--- config.mk ---
export PLATFORM = sky130hd
export DESIGN_NAME = laser_safety_fault_supervisor_top
export DESIGN_NICKNAME = d
export VERILOG_FILES = /design/src/rtl/lsfs_pkg.sv /design/src/rtl/lsfs_cfg.sv /design/src/rtl/lsfs_fresh.sv /design/src/rtl/lsfs_fault.sv /design/src/rtl/laser_safety_fault_supervisor_top.sv
export VERILOG_INCLUDE_DIRS = /design/src /design/src/rtl
export SDC_FILE = /design/constraint.sdc
export NUM_CORES = 1
export LEC_CHECK = 0
export ABC_AREA = 1
export BUFFER_PORTS_ARGS = -buffer_cell sky130_fd_sc_hd__buf_2
export CAP_MARGIN = 25
export CORE_MARGIN = 2
export CORE_UTILIZATION = 25
export DETAILED_ROUTE_END_ITERATION = 10
export SETUP_SLACK_MARGIN = 0.05
export SLEW_MARGIN = 15
export SYNTH_ARGS = -nofsm -noshare
export SYNTH_HDL_FRONTEND = slang
export SYNTH_SLANG_ARGS = --single-unit
--- constraint.sdc ---
create_clock -name clk -period 8.95 [get_ports clk]
set_input_delay 0.4475 -clock clk [delete_from_list [all_inputs] [get_ports clk]]
set_output_delay 0.4475 -clock clk [all_outputs]
set_load 0.02 [all_outputs]
--- src/rtl/laser_safety_fault_supervisor_top_macros.svh ---
// Assertion macros for the laser safety fault supervisor.
`ifndef LASER_SAFETY_FAULT_SUPERVISOR_TOP_MACROS_SVH
`define LASER_SAFETY_FAULT_SUPERVISOR_TOP_MACROS_SVH

// Same-cycle implication, checked outside reset.
`define LSFS_ASSERT_NOW(label, clk, rst_n, ante, cons, msg) \
	label: assert property (@(posedge clk) disable iff (!rst_n) (ante) |-> (cons)) \
		else $error(msg);

// Next-cycle implication, checked outside reset.
`define LSFS_ASSERT_NEXT(label, clk, rst_n, ante, cons, msg) \
	label: assert property (@(posedge clk) disable iff (!rst_n) (ante) |=> (cons)) \
		else $error(msg);

`endif

--- src/rtl/lsfs_pkg.sv ---
// Types and constants shared by the laser safety fault supervisor.
package lsfs_pkg;

	// Sequencer modes
	localparam logic [2:0] MODE_PU_TEC = 3'd1;
	localparam logic [2:0] MODE_PU_LD  = 3'd2;
	localparam logic [2:0] MODE_READY  = 3'd3;
	localparam logic [2:0] MODE_FIRING = 3'd4;

	// Fault bit positions and groups
	localparam int FLT_USAGE    = 0;
	localparam int FLT_LD_TEC   = 1;
	localparam int FLT_PWR_DROP = 2;
	localparam int FLT_TIMEOUT  = 3;
	localparam logic [3:0] FLT_USAGE_MASK    = 4'h1;
	localparam logic [3:0] FLT_INTERNAL_MASK = 4'hE;

	// Safety bit positions
	localparam int SB_PWR_TEC = 0;
	localparam int SB_PWR_LD  = 1;
	localparam int SB_TEC_OK  = 2;
	localparam int SB_LD_OK   = 3;
	localparam int SB_IMU     = 4;
	localparam logic [4:0] SB_ALL = 5'h1F;

	// Source indexes
	localparam int SRC_PWR = 0;
	localparam int SRC_TEC = 1;
	localparam int SRC_LD  = 2;
	localparam int SRC_IMU = 3;
	localparam int NUM_SRC = 4;

	// Register indexes
	localparam int CFG_IDX_W = 3;
	localparam logic [CFG_IDX_W-1:0] CFG_PWR_STALE   = 3'd0;
	localparam logic [CFG_IDX_W-1:0] CFG_TEC_STALE   = 3'd1;
	localparam logic [CFG_IDX_W-1:0] CFG_LD_STALE    = 3'd2;
	localparam logic [CFG_IDX_W-1:0] CFG_IMU_STALE   = 3'd3;
	localparam logic [CFG_IDX_W-1:0] CFG_TEC_PU_LIM  = 3'd4;
	localparam logic [CFG_IDX_W-1:0] CFG_LD_PU_LIM   = 3'd5;
	localparam logic [CFG_IDX_W-1:0] CFG_REL_SAMPLES = 3'd6;
	localparam logic [CFG_IDX_W-1:0] CFG_CLR_IMU     = 3'd7;
	localparam int CFG_DATA_W = 16;

	// Register reset values
	localparam logic [15:0] STALE_RESET    = 16'd10;
	localparam logic [15:0] PU_LIMIT_RESET = 16'd150;
	localparam logic [7:0]  REL_RESET      = 8'd3;

	localparam logic [7:0]  RELEASE_MAX  = 8'd255;
	localparam logic [15:0] MODE_AGE_MAX = 16'hFFFF;

	typedef struct packed {
		logic       pwr_update;
		logic       pwr_tec_ready_in;
		logic       pwr_ld_ready_in;
		logic       tec_update;
		logic       tec_ok_in;
		logic       ld_update;
		logic       ld_ok_in;
		logic       imu_update;
		logic       imu_valid_in;
		logic       imu_orient_ok_in;
		logic       trigger;
		logic [2:0] mode_now;
	} lsfs_item_t;

	typedef struct packed {
		logic [4:0] safe_vec;
		logic       permit;
		logic [3:0] fault_bits;
		logic       internal_fault;
		logic       usage_fault;
		logic       clr_internal;
		logic       clr_usage;
	} lsfs_result_t;

	typedef struct packed {
		logic [15:0] pwr_stale_ticks;
		logic [15:0] tec_stale_ticks;
		logic [15:0] ld_stale_ticks;
		logic [15:0] imu_stale_ticks;
		logic [15:0] tec_powerup_limit;
		logic [15:0] ld_powerup_limit;
		logic [7:0]  release_samples;
		logic        clr_need_imu;
	} lsfs_cfg_t;

	// Fault unit outcome for one tick
	typedef struct packed {
		logic [3:0] fault_bits;
		logic       clr_internal;
		logic       clr_usage;
	} lsfs_fault_t;

endpackage

--- src/rtl/lsfs_cfg.sv ---
// Configuration register file of the laser safety fault supervisor.
module lsfs_cfg import lsfs_pkg::*; (
	input  logic                 clk,
	input  logic                 arst_n,
	input  logic                 wr_en,
	input  logic [CFG_IDX_W-1:0] wr_index,
	input  logic [CFG_DATA_W-1:0] wr_data,
	output lsfs_cfg_t            cfg
);

	lsfs_cfg_t cfg_q;

	always_ff @(posedge clk or negedge arst_n) begin
		if (!arst_n) begin
			cfg_q.pwr_stale_ticks      <= STALE_RESET;
			cfg_q.tec_stale_ticks      <= STALE_RESET;
			cfg_q.ld_stale_ticks       <= STALE_RESET;
			cfg_q.imu_stale_ticks      <= STALE_RESET;
			cfg_q.tec_powerup_limit    <= PU_LIMIT_RESET;
			cfg_q.ld_powerup_limit     <= PU_LIMIT_RESET;
			cfg_q.release_samples      <= REL_RESET;
			cfg_q.clr_need_imu         <= 1'b1;
		end else if (wr_en) begin
			unique case (wr_index)
				CFG_PWR_STALE:   cfg_q.pwr_stale_ticks      <= wr_data;
				CFG_TEC_STALE:   cfg_q.tec_stale_ticks      <= wr_data;
				CFG_LD_STALE:    cfg_q.ld_stale_ticks       <= wr_data;
				CFG_IMU_STALE:   cfg_q.imu_stale_ticks      <= wr_data;
				CFG_TEC_PU_LIM:  cfg_q.tec_powerup_limit    <= wr_data;
				CFG_LD_PU_LIM:   cfg_q.ld_powerup_limit     <= wr_data;
				CFG_REL_SAMPLES: cfg_q.release_samples      <= wr_data[7:0];
				CFG_CLR_IMU:     cfg_q.clr_need_imu         <= wr_data[0];
				default: ;
			endcase
		end
	end

	assign cfg = cfg_q;

endmodule

--- src/rtl/lsfs_fresh.sv ---
// Source status latch and freshness ageing; forms the qualified safety bits.
module lsfs_fresh import lsfs_pkg::*; #(
	parameter int AGE_WIDTH = 16
) (
	input  logic       clk,
	input  logic       arst_n,
	input  logic       adv,
	input  lsfs_item_t item,
	input  lsfs_cfg_t  cfg,
	output logic [4:0] safe_vec
);

	localparam int CMP_W = (AGE_WIDTH > 16) ? AGE_WIDTH : 16;

	logic [AGE_WIDTH-1:0] age_q   [NUM_SRC];
	logic [AGE_WIDTH-1:0] age_nxt [NUM_SRC];
	logic [NUM_SRC-1:0]   seen_q, seen_nxt, upd, fresh;
	logic [15:0]          stale   [NUM_SRC];
	logic [5:0]           val_q, val_nxt;

	assign upd[SRC_PWR] = item.pwr_update;
	assign upd[SRC_TEC] = item.tec_update;
	assign upd[SRC_LD]  = item.ld_update;
	assign upd[SRC_IMU] = item.imu_update;

	assign stale[SRC_PWR] = cfg.pwr_stale_ticks;
	assign stale[SRC_TEC] = cfg.tec_stale_ticks;
	assign stale[SRC_LD]  = cfg.ld_stale_ticks;
	assign stale[SRC_IMU] = cfg.imu_stale_ticks;

	// Latch reported values of the sources that updated
	always_comb begin
		val_nxt = val_q;
		if (item.pwr_update) begin
			val_nxt[0] = item.pwr_tec_ready_in;
			val_nxt[1] = item.pwr_ld_ready_in;
		end
		if (item.tec_update) val_nxt[2] = item.tec_ok_in;
		if (item.ld_update)  val_nxt[3] = item.ld_ok_in;
		if (item.imu_update) begin
			val_nxt[4] = item.imu_valid_in;
			val_nxt[5] = item.imu_orient_ok_in;
		end
	end

	for (genvar i = 0; i < NUM_SRC; i++) begin : g_src
		always_comb begin
			if (upd[i]) begin
				age_nxt[i] = '0;
			end else if (age_q[i] != {AGE_WIDTH{1'b1}}) begin
				age_nxt[i] = age_q[i] + 1'b1;
			end else begin
				age_nxt[i] = age_q[i];
			end
			seen_nxt[i] = seen_q[i] | upd[i];
			fresh[i] = seen_nxt[i] && (CMP_W'(age_nxt[i]) <= CMP_W'(stale[i]));
		end

		always_ff @(posedge clk or negedge arst_n) begin
			if (!arst_n) begin
				age_q[i]  <= '0;
				seen_q[i] <= 1'b0;
			end else if (adv) begin
				age_q[i]  <= age_nxt[i];
				seen_q[i] <= seen_nxt[i];
			end
		end
	end

	always_ff @(posedge clk or negedge arst_n) begin
		if (!arst_n) begin
			val_q <= '0;
		end else if (adv) begin
			val_q <= val_nxt;
		end
	end

	assign safe_vec[SB_PWR_TEC] = fresh[SRC_PWR] & val_nxt[0];
	assign safe_vec[SB_PWR_LD]  = fresh[SRC_PWR] & val_nxt[1];
	assign safe_vec[SB_TEC_OK]  = fresh[SRC_TEC] & val_nxt[2];
	assign safe_vec[SB_LD_OK]   = fresh[SRC_LD]  & val_nxt[3];
	assign safe_vec[SB_IMU]     = fresh[SRC_IMU] & val_nxt[4] & val_nxt[5];

endmodule

--- src/rtl/lsfs_fault.sv ---
// Mode timer, fault latch, trigger release counter and group clearing.
module lsfs_fault import lsfs_pkg::*; (
	input  logic        clk,
	input  logic        arst_n,
	input  logic        adv,
	input  logic [2:0]  mode_now,
	input  logic        trigger,
	input  logic [4:0]  safe_vec,
	input  lsfs_cfg_t   cfg,
	output lsfs_fault_t fault
);

	logic [15:0] mode_age_q, mode_age_nxt;
	logic [2:0]  mode_last_q;
	logic [7:0]  rel_q, rel_nxt;
	logic [3:0]  fault_q, fault_set, fault_nxt;
	logic        pwr_good, tec_ok, ld_ok, imu_good;
	logic        rel_met, clear_ok, clr_int, clr_use;

	assign pwr_good = safe_vec[SB_PWR_TEC] & safe_vec[SB_PWR_LD];
	assign tec_ok   = safe_vec[SB_TEC_OK];
	assign ld_ok    = safe_vec[SB_LD_OK];
	assign imu_good = safe_vec[SB_IMU];

	always_comb begin
		if (mode_now != mode_last_q) begin
			mode_age_nxt = 16'd1;
		end else if (mode_age_q != MODE_AGE_MAX) begin
			mode_age_nxt = mode_age_q + 16'd1;
		end else begin
			mode_age_nxt = mode_age_q;
		end

		fault_set = fault_q;
		case (mode_now)
			MODE_FIRING: begin
				if (!imu_good)          fault_set[FLT_USAGE]    = 1'b1;
				if (!ld_ok || !tec_ok)  fault_set[FLT_LD_TEC]   = 1'b1;
				if (!pwr_good)          fault_set[FLT_PWR_DROP] = 1'b1;
			end
			MODE_READY: begin
				if (!pwr_good)          fault_set[FLT_PWR_DROP] = 1'b1;
			end
			MODE_PU_TEC: begin
				if (mode_age_nxt > cfg.tec_powerup_limit) fault_set[FLT_TIMEOUT] = 1'b1;
			end
			MODE_PU_LD: begin
				if (mode_age_nxt > cfg.ld_powerup_limit)  fault_set[FLT_TIMEOUT] = 1'b1;
			end
			default: ;
		endcase

		if (trigger) begin
			rel_nxt = '0;
		end else if (rel_q != RELEASE_MAX) begin
			rel_nxt = rel_q + 8'd1;
		end else begin
			rel_nxt = rel_q;
		end

		rel_met    = rel_nxt >= cfg.release_samples;
		clear_ok   = cfg.clr_need_imu ? imu_good : 1'b1;
		clr_int    = (|(fault_set & FLT_INTERNAL_MASK)) & clear_ok & rel_met;
		clr_use    = (|(fault_set & FLT_USAGE_MASK)) & clear_ok & rel_met;

		fault_nxt = fault_set;
		if (clr_int) fault_nxt = fault_nxt & ~FLT_INTERNAL_MASK;
		if (clr_use) fault_nxt = fault_nxt & ~FLT_USAGE_MASK;
	end

	always_ff @(posedge clk or negedge arst_n) begin
		if (!arst_n) begin
			mode_age_q  <= '0;
			mode_last_q <= '0;
			rel_q       <= '0;
			fault_q     <= '0;
		end else if (adv) begin
			mode_age_q  <= mode_age_nxt;
			mode_last_q <= mode_now;
			rel_q       <= rel_nxt;
			fault_q     <= fault_nxt;
		end
	end

	assign fault.fault_bits   = fault_nxt;
	assign fault.clr_internal = clr_int;
	assign fault.clr_usage    = clr_use;

endmodule

--- src/rtl/laser_safety_fault_supervisor_top.sv ---
// Top level of the laser safety fault supervisor.
//
//  Channel   | Handshake                | Payload
//  ----------+--------------------------+------------------------------
//  item      | item_valid / item_stall   | item   (lsfs_item_t)
//  result    | result_valid / result_stall | result (lsfs_result_t)
//  cfg       | cfg_valid / cfg_ready     | cfg_index, cfg_data
//
//  One tick per clock cycle sustained while the result side does not stall. An
//  accepted tick is held in the input register, and all of its work (ageing,
//  fault latch, release count, clearing) is computed from there into the
//  result register. Reset clears ages, seen flags, latched values, faults and
//  counters, and loads the register defaults. A stalled result holds the input
//  register; item_stall rises only while the input register is occupied and
//  the result register holds a stalled result.
`include "laser_safety_fault_supervisor_top_macros.svh"

module laser_safety_fault_supervisor_top import lsfs_pkg::*; #(
	parameter int AGE_WIDTH = 16
) (
	input  logic                  clk,
	input  logic                  arst_n,
	input  logic                  item_valid,
	output logic                  item_stall,
	input  lsfs_item_t            item,
	output logic                  result_valid,
	input  logic                  result_stall,
	output lsfs_result_t          result,
	input  logic                  cfg_valid,
	output logic                  cfg_ready,
	input  logic [CFG_IDX_W-1:0]  cfg_index,
	input  logic [CFG_DATA_W-1:0] cfg_data
);

	lsfs_cfg_t    cfg;
	lsfs_item_t   item_s1;
	logic         valid_s1;
	logic         adv;
	logic         out_free;
	logic [4:0]   safe_vec;
	lsfs_fault_t  fault;
	lsfs_result_t res_nxt;
	lsfs_result_t result_q;
	logic         result_valid_q;

	// Registers accept a write in any cycle
	assign cfg_ready = 1'b1;

	lsfs_cfg u_cfg (
		.clk      (clk),
		.arst_n   (arst_n),
		.wr_en    (cfg_valid & cfg_ready),
		.wr_index (cfg_index),
		.wr_data  (cfg_data),
		.cfg      (cfg)
	);

	// The result register can take a new tick when empty or being drained
	assign out_free   = !result_valid_q || !result_stall;
	assign adv        = valid_s1 && out_free;
	// Hold off the source only while the input register cannot move on
	assign item_stall = valid_s1 && !out_free;

	always_ff @(posedge clk or negedge arst_n) begin
		if (!arst_n) begin
			valid_s1 <= 1'b0;
		end else if (!item_stall) begin
			valid_s1 <= item_valid;
		end
	end

	// Payload capture on every input transfer
	always_ff @(posedge clk) begin
		if (item_valid && !item_stall) begin
			item_s1 <= item;
		end
	end

	lsfs_fresh #(
		.AGE_WIDTH (AGE_WIDTH)
	) u_fresh (
		.clk      (clk),
		.arst_n   (arst_n),
		.adv      (adv),
		.item     (item_s1),
		.cfg      (cfg),
		.safe_vec (safe_vec)
	);

	lsfs_fault u_fault (
		.clk      (clk),
		.arst_n   (arst_n),
		.adv      (adv),
		.mode_now (item_s1.mode_now),
		.trigger  (item_s1.trigger),
		.safe_vec (safe_vec),
		.cfg      (cfg),
		.fault    (fault)
	);

	// Assemble the result; permit needs all safety bits and a clean fault store
	always_comb begin
		res_nxt.safe_vec       = safe_vec;
		res_nxt.permit         = (safe_vec == SB_ALL) && (fault.fault_bits == 4'h0);
		res_nxt.fault_bits     = fault.fault_bits;
		res_nxt.internal_fault = |(fault.fault_bits & FLT_INTERNAL_MASK);
		res_nxt.usage_fault    = |(fault.fault_bits & FLT_USAGE_MASK);
		res_nxt.clr_internal   = fault.clr_internal;
		res_nxt.clr_usage      = fault.clr_usage;
	end

	always_ff @(posedge clk or negedge arst_n) begin
		if (!arst_n) begin
			result_valid_q <= 1'b0;
		end else if (out_free) begin
			result_valid_q <= valid_s1;
		end
	end

	always_ff @(posedge clk) begin
		if (adv) begin
			result_q <= res_nxt;
		end
	end

	assign result_valid = result_valid_q;
	assign result       = result_q;

	// Checks
	`LSFS_ASSERT_NOW(a_permit_clean, clk, arst_n, result_valid && result.permit, (result.safe_vec == SB_ALL) && (result.fault_bits == 4'h0), "permit with a fault or missing safety bit")
	`LSFS_ASSERT_NOW(a_clear_empties, clk, arst_n, result_valid && result.clr_internal, !result.internal_fault, "internal group still set after clear")
	`LSFS_ASSERT_NOW(a_stall_only_blocked, clk, arst_n, item_stall, result_valid && result_stall, "input stalled while result side free")

endmodule
==> summary by stage <==
Drt
The final routed wirelength across all metal layers is between 30000 and 40000 um. The first detailed-routing pass ran for 5 iterations. The final route contains roughly 12000 vias.

The via density per instance is ~4.5. In the final routed layout, each cell accounts on average for approximately 13 um. After detailed routing, the number of remaining DRC violations is 0. The detail route stage leaves a number of antenna-violating nets equal to 0. The first-iteration detailed-routing DRC count is 609.

Worst setup path
The kind of capture point of the worst setup path is a flip-flop. The category of the most critical setup path is reg -> reg. In this run the register-to-register setup slack is between 5 and 6 ns. STA puts the critical path data arrival time at 4.27 ns. The critical register-to-register path startpoint is u_fresh.age_q[32]. Along the worst path, the maximum fanout reaches 10. The type of origin of the critical path is a flip-flop. Counting cells, the worst reg-to-reg path comes to 22.

The endpoint identified for the worst register-to-register timing path is result[5]. STA puts the critical path data required time at about 9.4 ns.

Power
The total power consumption of the routed design is between 3 and 4 mW. The analysis attributes to cell leakage a power of around 7.7 nW. The worst-case IR drop observed on VDD is between 0.15 and 0.2 mV. In this run the power density over the cells is 197 nW/um2.

Finish
The count of nets after finishing is between 1500 and 2000. The library cells used most frequently in the layout, excluding fill and tap cells, are sky130_fd_sc_hd__nand2_1 (443), sky130_fd_sc_hd__inv_1 (280), sky130_fd_sc_hd__o21ai_0 (247). The antenna diode count is 0. Leaving out fill and tap cells, the most frequent cell in the layout is sky130_fd_sc_hd__nand2_1. Cells with a size suffix above 1 make up between 9 and 10% of the layout. The area growth from synthesis to layout is 14.6%.

STA
The final setup violation count is 0. The worst path in the final design needs a cycle of between 3 and 4 ns, including I/O delays and setup. Between clock sinks in the finished design, the worst skew comes to ~0.014 ns. The max-slew violation count came to 0. The worst relative slew slack is around a third. The total negative slack for setup checks is 0 ns.

The fraction of the cycle the final worst path needs is roughly 43%. Derived from the worst setup path, the maximum achievable clock frequency is approximately 260 MHz. The number of hold violations in the final report is 0. For the pin with the worst max-slew slack, the measured transition is slightly above 1 ns. Setup repair after global routing left no endpoint under its margin.

Clocking
The clock transition time at the flip-flop clock pins of the worst setup and hold paths is 0.06 ns. TritonCTS built the clock tree. The total of cells resized after clock tree synthesis is 0. The clock latency reported for the late side of the worst-skew pair is 0.57 ns.

The library cell used as clock root buffer is sky130_fd_sc_hd__clkbuf_16. No sink is reached through more buffers than the 3 on the longest clock path. The number of setup buffers added after CTS is 0. Counting the buffers created by CTS gives 29. The sink count of the clock tree is between 200 and 250.

The level count of the clock H-tree is 1.

Synth
Counting distinct cell types in the post-synthesis netlist gives 52. The number of nets handed over by synthesis was between 1500 and 2000. The post-synthesis instance area is around 14000 um2. For this run, the leading register cell type out of synthesis is sky130_fd_sc_hd__dfrtp_1. The average instance in the mapped netlist occupies 7.90 um2.

The total of flip-flops plus latches after synthesis is roughly 240. In this run, synthesis inferred 27 flip-flops with an integrated enable. The synthesis warning total is 0. Synthesis produced a netlist whose cell count is around 1800. Counting flops with an async set or reset pin after synthesis yields a share of about 89%. After synthesis, flip-flops and latches occupy 43.8% of the total area.

Floorplanning
From left edge to right edge, the die measures around 240 um. The number of ports placed on the die boundary is 55. The floorplan step defined a die boundary enclosing 58000 um2.

From bottom edge to top edge, the die measures ~240 um. The initial utilization of the core area, before any placement, comes to 25.3%. The floorplan has 86 rows. The region available for standard cell placement spans 55300 um2.

Global routing
The combined global-route utilization of all metal layers is ~12%. Entering global routing, the biggest net connects roughly 100 pins. The number of antenna violations at the first check in global routing is 1. Global routing finished with a remaining overflow of 0. The number of global-route vias before repair is about 12000. The first-pass GRT wire length is ~58000 um.

Worst hold path
Along the worst hold path, the cell count comes to 1. The worst min-delay path startpoint is item[3]. The worst hold endpoint is item_s1[3].

The worst hold path belongs to the class in -> reg.

Status
The flow ran to the end, and the final reports show no timing, DRC or antenna violations.

Place
The count of buffers added on input and output ports is 53. Detailed placement ended at an HPWL of 24900 um. The global placement routability congestion is around 0.84.

Run
Across the run, the number of max-cap violations was 0.
critical path, stage by stage (launching register included):
cell	delay, ns
sky130_fd_sc_hd__dfrtp_1	0.43
sky130_fd_sc_hd__ha_1	0.23
sky130_fd_sc_hd__nand2_1	0.10
sky130_fd_sc_hd__nor3_2	0.19
sky130_fd_sc_hd__nand3_2	0.16
sky130_fd_sc_hd__nor2_4	0.15
sky130_fd_sc_hd__nand2_4	0.12
sky130_fd_sc_hd__nand4_1	0.14
sky130_fd_sc_hd__nor3_2	0.06
sky130_fd_sc_hd__xor2_1	0.14
sky130_fd_sc_hd__nand2_1	0.08
sky130_fd_sc_hd__inv_1	0.06
sky130_fd_sc_hd__ha_1	0.31
sky130_fd_sc_hd__nand4_1	0.09
sky130_fd_sc_hd__nor3_1	0.23
sky130_fd_sc_hd__nand3_1	0.14
sky130_fd_sc_hd__a21oi_2	0.25
sky130_fd_sc_hd__nand2_1	0.20
sky130_fd_sc_hd__nand2_1	0.15
sky130_fd_sc_hd__nand3_1	0.10
sky130_fd_sc_hd__nor2_1	0.14
sky130_fd_sc_hd__nor2_1	0.09
sky130_fd_sc_hd__a21oi_1	0.13
cell type report:
cell class / count / area [um2]
clock buffers: 45 / 866
clock inverters: 9 / 91.3
fillers: 5951 / 39200
inverters: 290 / 1090
multi-input cells: 1196 / 6580
flip-flops and latches: 239 / 6140
well taps: 748 / 936
repair buffers: 60 / 358
synthesized netlist by cell type, types with 2 or more instances:
master,count,share of area [%]
sky130_fd_sc_hd__nand2_1,444,12
sky130_fd_sc_hd__inv_1,281,7.5
sky130_fd_sc_hd__o21ai_0,247,8.8
sky130_fd_sc_hd__dfrtp_1,193,34
sky130_fd_sc_hd__ha_1,110,9.8
sky130_fd_sc_hd__a21oi_1,89,3.2
sky130_fd_sc_hd__nor2_1,79,2.1
sky130_fd_sc_hd__nand3_1,43,1.5
sky130_fd_sc_hd__clkbuf_1,36,0.96
sky130_fd_sc_hd__nor3_1,32,1.1
sky130_fd_sc_hd__edfxtp_1,27,5.8
sky130_fd_sc_hd__nand4_1,22,0.98
sky130_fd_sc_hd__dfstp_2,19,3.6
sky130_fd_sc_hd__a31oi_1,18,0.80
sky130_fd_sc_hd__xor2_1,16,1.0
sky130_fd_sc_hd__nor3_2,11,0.79
sky130_fd_sc_hd__o21ai_1,10,0.36
sky130_fd_sc_hd__or2_2,7,0.31
sky130_fd_sc_hd__inv_2,6,0.16
sky130_fd_sc_hd__nor2_2,6,0.27
sky130_fd_sc_hd__a21o_1,5,0.27
sky130_fd_sc_hd__a21oi_2,5,0.31
sky130_fd_sc_hd__buf_1,5,0.13
sky130_fd_sc_hd__buf_4,5,0.27
sky130_fd_sc_hd__nand2_2,5,0.22
sky130_fd_sc_hd__o21a_1,5,0.27
sky130_fd_sc_hd__nor4_1,4,0.18
sky130_fd_sc_hd__o21bai_1,4,0.21
sky130_fd_sc_hd__xnor2_1,4,0.25
sky130_fd_sc_hd__a211oi_1,3,0.16
sky130_fd_sc_hd__a211oi_2,3,0.27
sky130_fd_sc_hd__buf_2,3,0.11
sky130_fd_sc_hd__clkinv_1,3,0.080
sky130_fd_sc_hd__nor2_4,3,0.24
sky130_fd_sc_hd__o21ai_2,3,0.19
sky130_fd_sc_hd__and3_1,2,0.089
sky130_fd_sc_hd__nand3_2,2,0.14
cells by family (layout without fill, tap and decap cells):
logic type | count (synthesis) | count (layout) | synth area share (%)
buffers and inverters | 340 | 404 | 9.28
AO/OA/AOI/OAI | 397 | 397 | 15.2
AND/OR/NAND/NOR | 667 | 667 | 20.6
XOR/XNOR | 20 | 20 | 1.25
multiplexers | 1 | 1 | 0.0714
other | 1 | 1 | 0.0268
adder cells (fa/ha/maj) | 110 | 110 | 9.82
flip-flops | 239 | 239 | 43.8
metal layers:
layer	GRT usage, %	vias up	wire length (um)
li1	-	5871	-
met1	16.7	5530	16700
met2	20.4	211	15800
met3	1.93	54	1470
met4	3.63	2	900
met5	0	-	7
stage by stage:
step | utilization [%] | setup WS, ns | hold slack [ns] | instance area (um2) | std cells
CTS | 29.0 | 5.11 | 0.0157 | 16000 | 2585
floorplan | - | 5.88 | 0.152 | 14000 | 1775
global placement | 27.2 | 5.20 | 0.443 | 15000 | 2530
global route | 29.0 | 4.72 | 0.0180 | 16100 | 2587
detailed placement | 27.2 | 5.11 | 0.457 | 15000 | 2530
finish | 29.0 | 5.11 | 0.0437 | 16100 | 2587
repair_timing:
| item | CTS | global route |
|---|---|---|
| hold endpoints to repair | 79 | 0 |
| setup endpoints to repair | 0 | 0 |
| hold buffers | 1 | 0 |
state kept, by name, summed over array words and instances, names as in the netlist, 6 cells and up:
name	count
item_s1	14
result	13
u_fresh.val_q	6
u_fresh.age_q	64
u_cfg.cfg	105
u_fault.mode_age_q	16
u_fault.rel_q	8
worst max-delay path by stage:
stage                            from  slack (ns)         to  depth (start not counted)
floorplan           u_fresh.age_q[32]        5.88  result[1]                         21
global placement    u_fresh.age_q[32]        5.20  result[3]                         21
detailed placement  u_fresh.age_q[32]        5.11  result[5]                         22
CTS                 u_fresh.age_q[32]        5.11  result[5]                         22
global route        u_fresh.age_q[32]        4.72  result[5]                         22
finish              u_fresh.age_q[32]        5.11  result[5]                         22
power by group:
group | total, mW | switching [mW] | internal [mW]
Sequential | 1.37 | 0.100 | 1.27
Clock | 1.17 | 0.476 | 0.695
Combinational | 0.624 | 0.409 | 0.215
Note: power is estimated with default switching activity, not from simulation.
